File: src/rtl/djb2_pkg.sv
package djb2_pkg;

   localparam int TableDepth = 1024;
   localparam int SlotBits   = $clog2(TableDepth);
   localparam int CountBits  = $clog2(TableDepth + 1);
   localparam int KeyBytes   = 8;
   localparam int KeyBits    = 8 * KeyBytes;
   localparam int LenBits    = 4;
   localparam int ValueBits  = 32;
   localparam int HashBits   = 32;
   localparam logic [HashBits-1:0] HashSeed = 32'd5381;

   localparam logic [1:0] ReqInsert = 2'd0;
   localparam logic [1:0] ReqLookup = 2'd1;
   localparam logic [1:0] ReqDelete = 2'd2;

   localparam logic [1:0] TagEmpty = 2'd0;
   localparam logic [1:0] TagLive  = 2'd1;
   localparam logic [1:0] TagTomb  = 2'd2;

   localparam logic [2:0] StInserted  = 3'd0;
   localparam logic [2:0] StDuplicate = 3'd1;
   localparam logic [2:0] StFound     = 3'd2;
   localparam logic [2:0] StAbsent    = 3'd3;
   localparam logic [2:0] StDeleted   = 3'd4;
   localparam logic [2:0] StFull      = 3'd5;

   localparam int QueueDepth = 2;

   // classified request handed from front to back
   typedef struct packed {
      logic [1:0]          req_type;
      logic [KeyBits-1:0]  key;
      logic [LenBits-1:0]  len;
      logic [ValueBits-1:0] value;
      logic [SlotBits-1:0] home;
   } job_type;

   localparam int JobBits = $bits(job_type);

   // slot record in the data store: key, length, value
   localparam int RecBits = KeyBits + LenBits + ValueBits;

endpackage

File: src/rtl/djb2_queue.sv
module djb2_queue import djb2_pkg::*; (
   input  logic    clock,
   input  logic    reset,
   input  logic    in_valid,
   output logic    in_ready,
   input  job_type in_job,
   output logic    out_valid,
   input  logic    out_ready,
   output job_type out_job
);

   localparam int PtrBits = $clog2(QueueDepth);

   job_type              buf_ff [QueueDepth];
   logic [PtrBits-1:0]   wr_ff, rd_ff;
   logic [PtrBits:0]     cnt_ff;
   logic                 push, pop;

   assign in_ready  = (cnt_ff != (PtrBits+1)'(QueueDepth));
   assign out_valid = (cnt_ff != '0);
   assign push      = in_valid && in_ready;
   assign pop       = out_valid && out_ready;
   assign out_job   = buf_ff[rd_ff];

   // small FIFO between classifier and probe engine
   always_ff @(posedge clock) begin
      if (reset) begin
         wr_ff  <= '0;
         rd_ff  <= '0;
         cnt_ff <= '0;
      end else begin
         if (push) begin
            buf_ff[wr_ff] <= in_job;
            wr_ff <= wr_ff + 1'b1;
         end
         if (pop) rd_ff <= rd_ff + 1'b1;
         cnt_ff <= cnt_ff + (PtrBits+1)'(push) - (PtrBits+1)'(pop);
      end
   end

endmodule

File: config.mk
export PLATFORM = sky130hd
export DESIGN_NAME = djb2_queue
export DESIGN_NICKNAME = d
export VERILOG_FILES = /design/src/rtl/djb2_pkg.sv /design/src/rtl/djb2_queue.sv
export SDC_FILE = /design/constraint.sdc
export NUM_CORES = 1
export LEC_CHECK = 0
export BUFFER_PORTS_ARGS = -buffer_cell sky130_fd_sc_hd__clkbuf_2
export CAP_MARGIN = 25
export CELL_PAD_IN_SITES_DETAIL_PLACEMENT = 1
export CELL_PAD_IN_SITES_GLOBAL_PLACEMENT = 1
export CORE_ASPECT_RATIO = 1.25
export CORE_MARGIN = 2
export CORE_UTILIZATION = 44
export CTS_CLUSTER_DIAMETER = 80
export DETAILED_ROUTE_END_ITERATION = 10
export GPL_TIMING_DRIVEN = 1
export PLACE_DENSITY_LB_ADDON = 0.25
export SLEW_MARGIN = 20
export SYNTH_ARGS = -nofsm -noshare
export SYNTH_HDL_FRONTEND = slang
export SYNTH_SLANG_ARGS = --single-unit
File: constraint.sdc
create_clock -name clock -period 14.2 [get_ports clock]
set_input_delay 1.42 -clock clock [delete_from_list [all_inputs] [get_ports clock]]
set_output_delay 1.42 -clock clock [all_outputs]
set_load 0.02 [all_outputs]
==> impl_metrics.json <==
{
  "synthArstFlopShare": 0,
  "max_stage_delay_ns": 0.61,
  "end_kind": "output pin",
  "drive_above_1_share": 0.599,
  "yosysTopAreaCellShare": 0.807,
  "nets": 740,
  "use_met3": 0.0470,
  "power.share.combinational": 0.253,
  "antenna_found_initial": 2,
  "path_max_fanout": 43,
  "ir_worst_vdd_v": 0.000129,
  "die_h_um": 158,
  "p_int_w": 0.00134,
  "io_buffers": 229,
  "maxSlewHeadroom": 0.601,
  "clock_skew_ns": 0.00839,
  "hold_viol_final": 0,
  "via_per_inst": 4.96,
  "hold_end": "rd_ff",
  "post_drt_wl_per_cell_um": 20.1,
  "hold_path_class": "flop to flop",
  "clockBufferDepth": 3,
  "crit_type": "flop to output pin",
  "synth_top_area_cell": "edfxtp_1",
  "synth_warnings": 0,
  "clock_sinks": 229,
  "start_util": 0.447,
  "cts_tree": "done",
  "synth_edf_count": 224,
  "setup_viol": 0,
  "insertion_delay_ns": 0.49,
  "synth_fp_nets": 491,
  "netSwitchingFraction": 0.287,
  "yosysMostFrequentCell": "edfxtp_1",
  "clockRootBuffer": "clkbuf_16",
  "drc": 0,
  "p_leak_nw": 3.92,
  "clkTransAtPathRegs_ns": 0.06,
  "whs_ns": 0.535,
  "power.density_mw_per_mm2": 179,
  "place_area_mm2": 0.00979,
  "switchingPower_w": 0.000541,
  "grt_usage": 0.172,
  "r2r_cells": 5,
  "grt_max_degree": 44,
  "cts_buffers": 22,
  "crit_path_cell_trace": "buf_4 > buf_16 > mux2_2 > clkbuf_2",
  "use_met1": 0.191,
  "seqPwrFrac": 0.449,
  "max_freq_ghz": 0.250,
  "finalWirelength_um": 17500,
  "rsz0062_at_grt": "no",
  "synth_cells": 373,
  "drtAntennaViolNets": 0,
  "grt_pass1_wl_um": 26300,
  "die_width_um": 127,
  "required_ns": 12.78,
  "grt_pass1_vias": 4822,
  "clkPwrFrac": 0.298,
  "synthFlopType": "edfxtp_1",
  "cts_setup_buffers": 0,
  "fin_util": 0.563,
  "maxSlewViolCount": 0,
  "r2r_slack_ns": 12.10,
  "dpl.hpwl_um": 12300,
  "grt_overflow": 0,
  "drtPass1Iterations": 4,
  "drt_iter0_drc": 215,
  "status": "completed",
  "pin_count": 230,
  "min-delay-start": "rd_ff",
  "cts_resized": 0,
  "cpLargestDelayFamily": "buffers and inverters",
  "cts.htree.levels": 1,
  "num_vias": 4321,
  "stdcell_area_mm2": 0.0105,
  "r2r-start": "cnt_ff[0]",
  "finalCritPeriodShare": 0.282,
  "ys_seq_area_frac": 0.819,
  "synthTopCellsByArea": "edfxtp_1 (81%), mux2_2 (15%), dfxtp_1 (1.2%)",
  "min_path_cells": 2,
  "maxCapViolations": 0,
  "path_buf_inv": 3,
  "synth.distinct_cells": 19,
  "syn-cell-area_mm2": 0.00833,
  "gp_congestion": 0.737,
  "rows": 56,
  "syn_area_per_cell_um2": 22.3,
  "worstPathArrival_ns": 2.58,
  "grtUsageMet2": 0.316,
  "r2r-end": "buf_ff[1][67]",
  "worst_pin_slew_ns": 0.599,
  "ys_ff_latch": 229,
  "dieArea_mm2": 0.0201,
  "ys_top_cells_by_count": "edfxtp_1 (224), mux2_2 (113), buf_6 (8)",
  "cp_slowest_cell": "dfxtp_4",
  "p_total_w": 0.00188,
  "finalSetupTns_ns": 0,
  "period_minus_slack_ns": 4.00,
  "area_delta_synth_final_pct": 25.9,
  "cts_hold_buf": 0,
  "coreArea_mm2": 0.0186,
  "top_usage_layer": "met2",
  "start_kind": "flop"
}
==> cells by family (layout without fill, tap and decap cells) <==
logic type | after synthesis | count (layout) | synth area share
flip-flops | 229 | 229 | 0.819
AND/OR/NAND/NOR | 13 | 13 | 0.00811
AO/OA/AOI/OAI | 1 | 1 | 0.000901
multiplexers | 113 | 113 | 0.153
buffers and inverters | 13 | 278 | 0.0140
adder cells (fa/ha/maj) | 2 | 2 | 0.00300
XOR/XNOR | 2 | 2 | 0.00210
other | 0 | 2 | 0
==> per-stage QoR <==
step	setup slack (ns)	cells
floorplan	3.79	373
global placement	10.61	827
detailed placement	10.67	830
CTS	10.14	870
global route	10.05	870
finish	10.20	872
==> worst register-to-register path: stages (launching register included) <==
cell	delay [ns]
dfxtp_1	0.38
nand2b_1	0.18
nand2_1	0.16
nor3b_2	0.22
buf_4	0.52
buf_16	0.31
==> metal layers <==
metal | vias up | wire length, um
li1 | 1990 | -
met1 | 2147 | 6260
met2 | 152 | 9610
met3 | 32 | 1130
met4 | 0 | 540
met5 | - | 0
==> final cells by class <==
| class | instances | area [um2] |
|---|---|---|
| multi-input cells | 131 | 1400 |
| clock inverters | 13 | 105 |
| diodes | 2 | 5.00 |
| flip-flops and latches | 229 | 6830 |
| inverters | 1 | 3.75 |
| clock buffers | 27 | 591 |
| fillers | 1750 | 8150 |
| well taps | 232 | 290 |
| repair buffers | 237 | 1270 |
==> registers in the layout, indices dropped and copies added, names as in the netlist, named ones only <==
register	flops
buf_ff	224
cnt_ff	2
rd_ff	1
wr_ff	1
==> worst max-delay path by stage <==
stage,end,slack [ns],depth (start not counted)
6_report,out_job[95],10.20,4
5_1_grt,out_job[95],10.05,4
4_1_cts,out_job[95],10.14,4
3_5_place_dp,out_job[95],10.67,4
3_3_place_gp,out_job[95],10.61,3
2_1_floorplan,buf_ff[1][0],3.79,2
==> power groups by stage <==
| stage | registers [W] | logic, W | clock network, W |
|---|---|---|---|
| global route | 0.000851 | 0.000508 | 0.000603 |
| finish | 0.000844 | 0.000476 | 0.000560 |
| floorplan | 0.000857 | 0.000344 | 0 |
| detailed placement | 0.000860 | 0.000482 | 0 |
| global placement | 0.000854 | 0.000463 | 0 |
| CTS | 0.000846 | 0.000485 | 0.000578 |
==> cell usage in the layout, fill, tap and decap left out, drive strengths merged, types with 2 or more instances in the layout <==
master,synthesis,final
clkbuf,0,256
edfxtp,224,224
mux2,113,113
clkinv,0,11
buf,12,8
dfxtp,5,5
nor2,4,4
diode,0,2
nor2b,2,2
ha,2,2
bufinv,0,2
nor3,2,2
Power figures use the tool's default switching activity.
