===== config.mk =====
export PLATFORM = sky130hd
export DESIGN_NAME = djb2_front
export DESIGN_NICKNAME = d
export VERILOG_FILES = /design/src/rtl/djb2_pkg.sv /design/src/rtl/djb2_front.sv
export SDC_FILE = /design/constraint.sdc
export NUM_CORES = 1
export LEC_CHECK = 0
export BUFFER_PORTS_ARGS = -buffer_cell sky130_fd_sc_hd__buf_4
export CORE_MARGIN = 2
export CORE_UTILIZATION = 53
export DETAILED_ROUTE_END_ITERATION = 16
export PLACE_DENSITY = 0.86
export SLEW_MARGIN = 10
export SYNTH_ARGS = -nofsm -noshare
export SYNTH_HDL_FRONTEND = slang
export SYNTH_SLANG_ARGS = --single-unit

===== constraint.sdc =====
create_clock -name clock -period 18.1 [get_ports clock]
set_input_delay 0.905 -clock clock [delete_from_list [all_inputs] [get_ports clock]]
set_output_delay 0.905 -clock clock [all_outputs]
set_load 0.01 [all_outputs]

===== src/rtl/djb2_pkg.sv =====
package djb2_pkg;

   localparam int TableDepth = 1024;
   localparam int SlotBits   = $clog2(TableDepth);
   localparam int CountBits  = $clog2(TableDepth + 1);
   localparam int KeyBytes   = 8;
   localparam int KeyBits    = 8 * KeyBytes;
   localparam int LenBits    = 4;
   localparam int ValueBits  = 32;
   localparam int HashBits   = 32;
   localparam logic [HashBits-1:0] HashSeed = 32'd5381;

   localparam logic [1:0] ReqInsert = 2'd0;
   localparam logic [1:0] ReqLookup = 2'd1;
   localparam logic [1:0] ReqDelete = 2'd2;

   localparam logic [1:0] TagEmpty = 2'd0;
   localparam logic [1:0] TagLive  = 2'd1;
   localparam logic [1:0] TagTomb  = 2'd2;

   localparam logic [2:0] StInserted  = 3'd0;
   localparam logic [2:0] StDuplicate = 3'd1;
   localparam logic [2:0] StFound     = 3'd2;
   localparam logic [2:0] StAbsent    = 3'd3;
   localparam logic [2:0] StDeleted   = 3'd4;
   localparam logic [2:0] StFull      = 3'd5;

   localparam int QueueDepth = 2;

   // classified request handed from front to back
   typedef struct packed {
      logic [1:0]          req_type;
      logic [KeyBits-1:0]  key;
      logic [LenBits-1:0]  len;
      logic [ValueBits-1:0] value;
      logic [SlotBits-1:0] home;
   } job_type;

   localparam int JobBits = $bits(job_type);

   // slot record in the data store: key, length, value
   localparam int RecBits = KeyBits + LenBits + ValueBits;

endpackage


===== src/rtl/djb2_front.sv =====
module djb2_front import djb2_pkg::*; (
   input  logic               clock,
   input  logic               reset,
   input  logic               req_tvalid,
   output logic               req_tready,
   input  logic [103:0]       req_tdata,
   output logic               job_valid,
   input  logic               job_ready,
   output job_type            job
);

   typedef enum logic [1:0] {S_IDLE, S_HASH, S_SEND} state_type;

   state_type state_ff;
   logic [3:0] idx_ff;
   logic [HashBits-1:0] hash_ff;
   job_type job_ff;

   logic [LenBits-1:0]   len_in;
   logic [KeyBits-1:0]   key_in;
   logic [7:0]           byte_sel;

   // clamp length and mask stray bytes
   always_comb begin
      len_in = req_tdata[69:66];
      if (len_in > LenBits'(KeyBytes)) len_in = LenBits'(KeyBytes);
      for (int b = 0; b < KeyBytes; b++) begin
         key_in[8*b +: 8] = (LenBits'(b) < len_in) ? req_tdata[2+8*b +: 8] : 8'd0;
      end
   end

   assign byte_sel = job_ff.key[8*idx_ff[2:0] +: 8];

   // one byte of djb2 per cycle
   always_ff @(posedge clock) begin
      if (reset) begin
         state_ff <= S_IDLE;
      end else begin
         unique case (state_ff)
            S_IDLE: begin
               if (req_tvalid) begin
                  job_ff.req_type <= req_tdata[1:0];
                  job_ff.key      <= key_in;
                  job_ff.len      <= len_in;
                  job_ff.value    <= req_tdata[101:70];
                  hash_ff         <= HashSeed;
                  idx_ff          <= 4'd0;
                  state_ff        <= S_HASH;
               end
            end
            S_HASH: begin
               if (idx_ff == job_ff.len) begin
                  job_ff.home <= hash_ff[SlotBits-1:0];
                  state_ff    <= S_SEND;
               end else begin
                  hash_ff <= (hash_ff << 5) + hash_ff + {24'd0, byte_sel};
                  idx_ff  <= idx_ff + 4'd1;
               end
            end
            S_SEND: begin
               if (job_ready) state_ff <= S_IDLE;
            end
            default: state_ff <= S_IDLE;
         endcase
      end
   end

   assign req_tready = (state_ff == S_IDLE);
   assign job_valid  = (state_ff == S_SEND);
   assign job        = job_ff;

endmodule


==> flow_summary.yaml <==
run_status:
  status: "finished, final reports clean"
clocking:
  cts-root-buf: "clkbuf_8"
  clk-insertion-delay-late_ns: 0.53
  cts_tree: "yes"
  htree_levels: 4
  cts.sinks: 128
  cts.path.max_buffers: 2
  cts_hold_buffers: 0
  ctsResizeCount: 0
  cts.clk_slew.worst_paths_ns: 0.06
  postCtsSetupRepairBufs: 0
  cts_buffers: 17
finish:
  nNetsFinal: 700
  seq_area_sq_mm: 0.00382
  area_growth_pct: 41.7
  multiInputGateArea_sq_mm: 0.00174
  drive_gt1_frac: 0.461
  antenna_cells: 0
  fillers: 525
pwr:
  swShare: 0.247
  power_leakage_nw: 3.29
  powerDensity_mw_per_mm2: 103
  clockPowerShare: 0.403
  p_comb_frac: 0.165
  sequentialPowerShare: 0.432
  switchingPower_mw: 0.204
  ir_drop_uv: 76.9
  power.internal_mw: 0.622
job:
  drv_cap: 0
synthesis:
  synth-main-ff-cell: "edfxtp_1"
  netlist_instances: 341
  synth.distinct_cells: 43
  synth_edf_count: 126
  syn-cell-area_sq_mm: 0.00566
  ys_warn_count: 0
  seq_area_frac_synth: 0.676
  ys_async_sr_fraction: 0
  synth_nets: 468
  syn_avg_cell_area_sq_um: 16.6
  ys_ff_latch: 128
critical_path:
  critPathKind: "register to register"
  end_kind: "register"
  cp_data_required_time_ns: 18.39
  worst-path-max-fanout: 19
  startpoint_type: "register"
  cp.arrival_ns: 3.93
die:
  ioPinCount: 222
  die_h_um: 107
  initial_core_util: 0.548
  die_x_um: 107
  core_sq_mm: 0.0103
  die-area_sq_mm: 0.0115
  rows: 37
placed_design:
  place.gp.congestion: 0.887
  post-place-ws_ns: 14.44
  port_buffers: 219
  dp_hpwl_um: 11200
global_routing:
  grt_pass1_wl_um: 23500
  grt_usage: 0.285
  grt_overflow: 0
  grt_max_degree: 83
  antenna_found_initial: 0
  grt_pass1_vias: 4227
timing:
  rsz0062_at_grt: "false"
  worstMarginPinSlew_ns: 1.21
  slew_viol_final: 0
  setup_tns_ns: 0
  slew_headroom: 0.184
  hold_viol: 0
  layout_min_cycle_time_ns: 3.64
  clock_skew_ns: 0.00901
  fmax_mhz: 275
  setup_viol: 0
  setup_slack_ns: 14.46
  fin_crit_sh: 0.201
routing:
  vias: 3992
  drc: 0
  via_per_inst: 5.53
  dr.pass1.iters: 5
  drt-total-wl_um: 16100
  antenna_left: 0
  first_iter_violations: 320
  routedWlPerCell_um: 22.2
worst_hold_path:
  hold_class: "register to register"
[placed cells by master, fill, tap and decap left out, types with 4 or more instances in the layout]
master and n:
buf_4 224, nand2b_1 4, inv_1 9, nor2_1 13, xor2_1 6, nor3b_1 5
and2b_1 5, fa_1 4, nor3_1 5, nor2b_1 57, clkbuf_16 16, nand3_1 4
mux4_1 10, and2_1 10, clkinv_2 5, ha_1 15, mux2_4 6, o21ai_0 9
mux4_2 6, edfxtp_1 126
[registers in the layout (all words and copies together) (netlist names)]
name      count
job         112
state_ff      2
hash_ff      10
idx_ff        4
[cell type report]
cell class,count,share of cell area
repair buffers,224,0.210
inverters,9,0.00421
clock buffers,19,0.0526
multi-input cells,193,0.217
well taps,136,0.0212
flip-flops and latches,128,0.477
clock inverters,13,0.0181
[metrics by stage]
step / util / instance area [sq um] / hold slack [ns] / std cells / power [mW]
floorplan: - / 5660 / 0.426 / 341 / 0.443
global placement: 0.722 / 7450 / 0.434 / 690 / 0.488
detailed placement: 0.722 / 7450 / 0.444 / 690 / 0.495
CTS: 0.777 / 8020 / 0.458 / 722 / 0.827
global route: 0.777 / 8020 / 0.480 / 722 / 0.853
finish: 0.777 / 8020 / 0.453 / 722 / 0.825
[critical path: stages, from the launching register on]
cell      delay [ns]
edfxtp_1        0.92
mux4_1          0.45
mux2_4          0.30
fa_1            0.46
ha_1            0.30
or4_1           0.56
o2111a_1        0.25
a21o_1          0.15
[worst paths after layout]
path | endpoint | cells after the start | slack, ns | start
setup / recovery | hash_ff[9] | 7 | 14.46 | idx_ff[1]
setup reg to reg | hash_ff[9] | 7 | 14.46 | idx_ff[1]
hold reg to reg | job[5] | 0 | 0.45 | hash_ff[5]
hold / removal | job[5] | 0 | 0.45 | hash_ff[5]
[metal layers]
layer / track usage / up-vias / part of all wire
met5: 0 / - / 0
met4: 0.125 / 0 / 0.035
met3: 0.113 / 41 / 0.090
met2: 0.509 / 230 / 0.55
met1: 0.294 / 1955 / 0.33
li1: - / 1766 / -
[cells in the mapped netlist (2+ instances only)]
master     number  area, sq um
mux2_4          6         90.1
a211oi_1        3         22.5
o21ai_0         9         45.0
a21o_1          2         15.0
mux4_1         10          263
ha_1           15          188
clkbuf_1        5         18.8
nor3_1          5         25.0
and2_1         10         62.6
fa_1            4         80.1
nor2b_1        57          357
a2111oi_0       2         17.5
dfxtp_1         2         40.0
a31oi_1         3         18.8
and2b_1         5         37.5
o21bai_1        2         15.0
mux4_2          6          135
inv_1           9         33.8
xor2_1          6         52.6
nand2b_1        4         25.0
nor4_1          2         12.5
nor3b_1         5         37.5
xnor2_1         2         17.5
buf_2           4         20.0
or4_1           3         22.5
a21oi_1         3         15.0
edfxtp_1      126         3780
nor2_1         13         48.8
nand3_1         4         20.0
[logic make-up (layout without fill, tap and decap cells)]
family | Yosys count | after routing | synth area share
buf+inv | 20 | 265 | 0.0184
mux | 24 | 24 | 0.0900
flops | 128 | 128 | 0.676
xor+xnor | 8 | 8 | 0.0124
fa+ha+maj | 19 | 19 | 0.0473
compound gates | 29 | 29 | 0.0347
simple gates | 113 | 113 | 0.122
[power by group through the flow]
| stage | sequential (mW) | combinational, mW | clock, mW |
|---|---|---|---|
| after floorplan | 0.367 | 0.0769 | 0 |
| after detailed placement | 0.362 | 0.133 | 0 |
| after global placement | 0.361 | 0.127 | 0 |
| final | 0.357 | 0.136 | 0.332 |
| after global routing | 0.358 | 0.150 | 0.346 |
| after CTS | 0.357 | 0.135 | 0.335 |
Power figures use the tool's default switching activity.
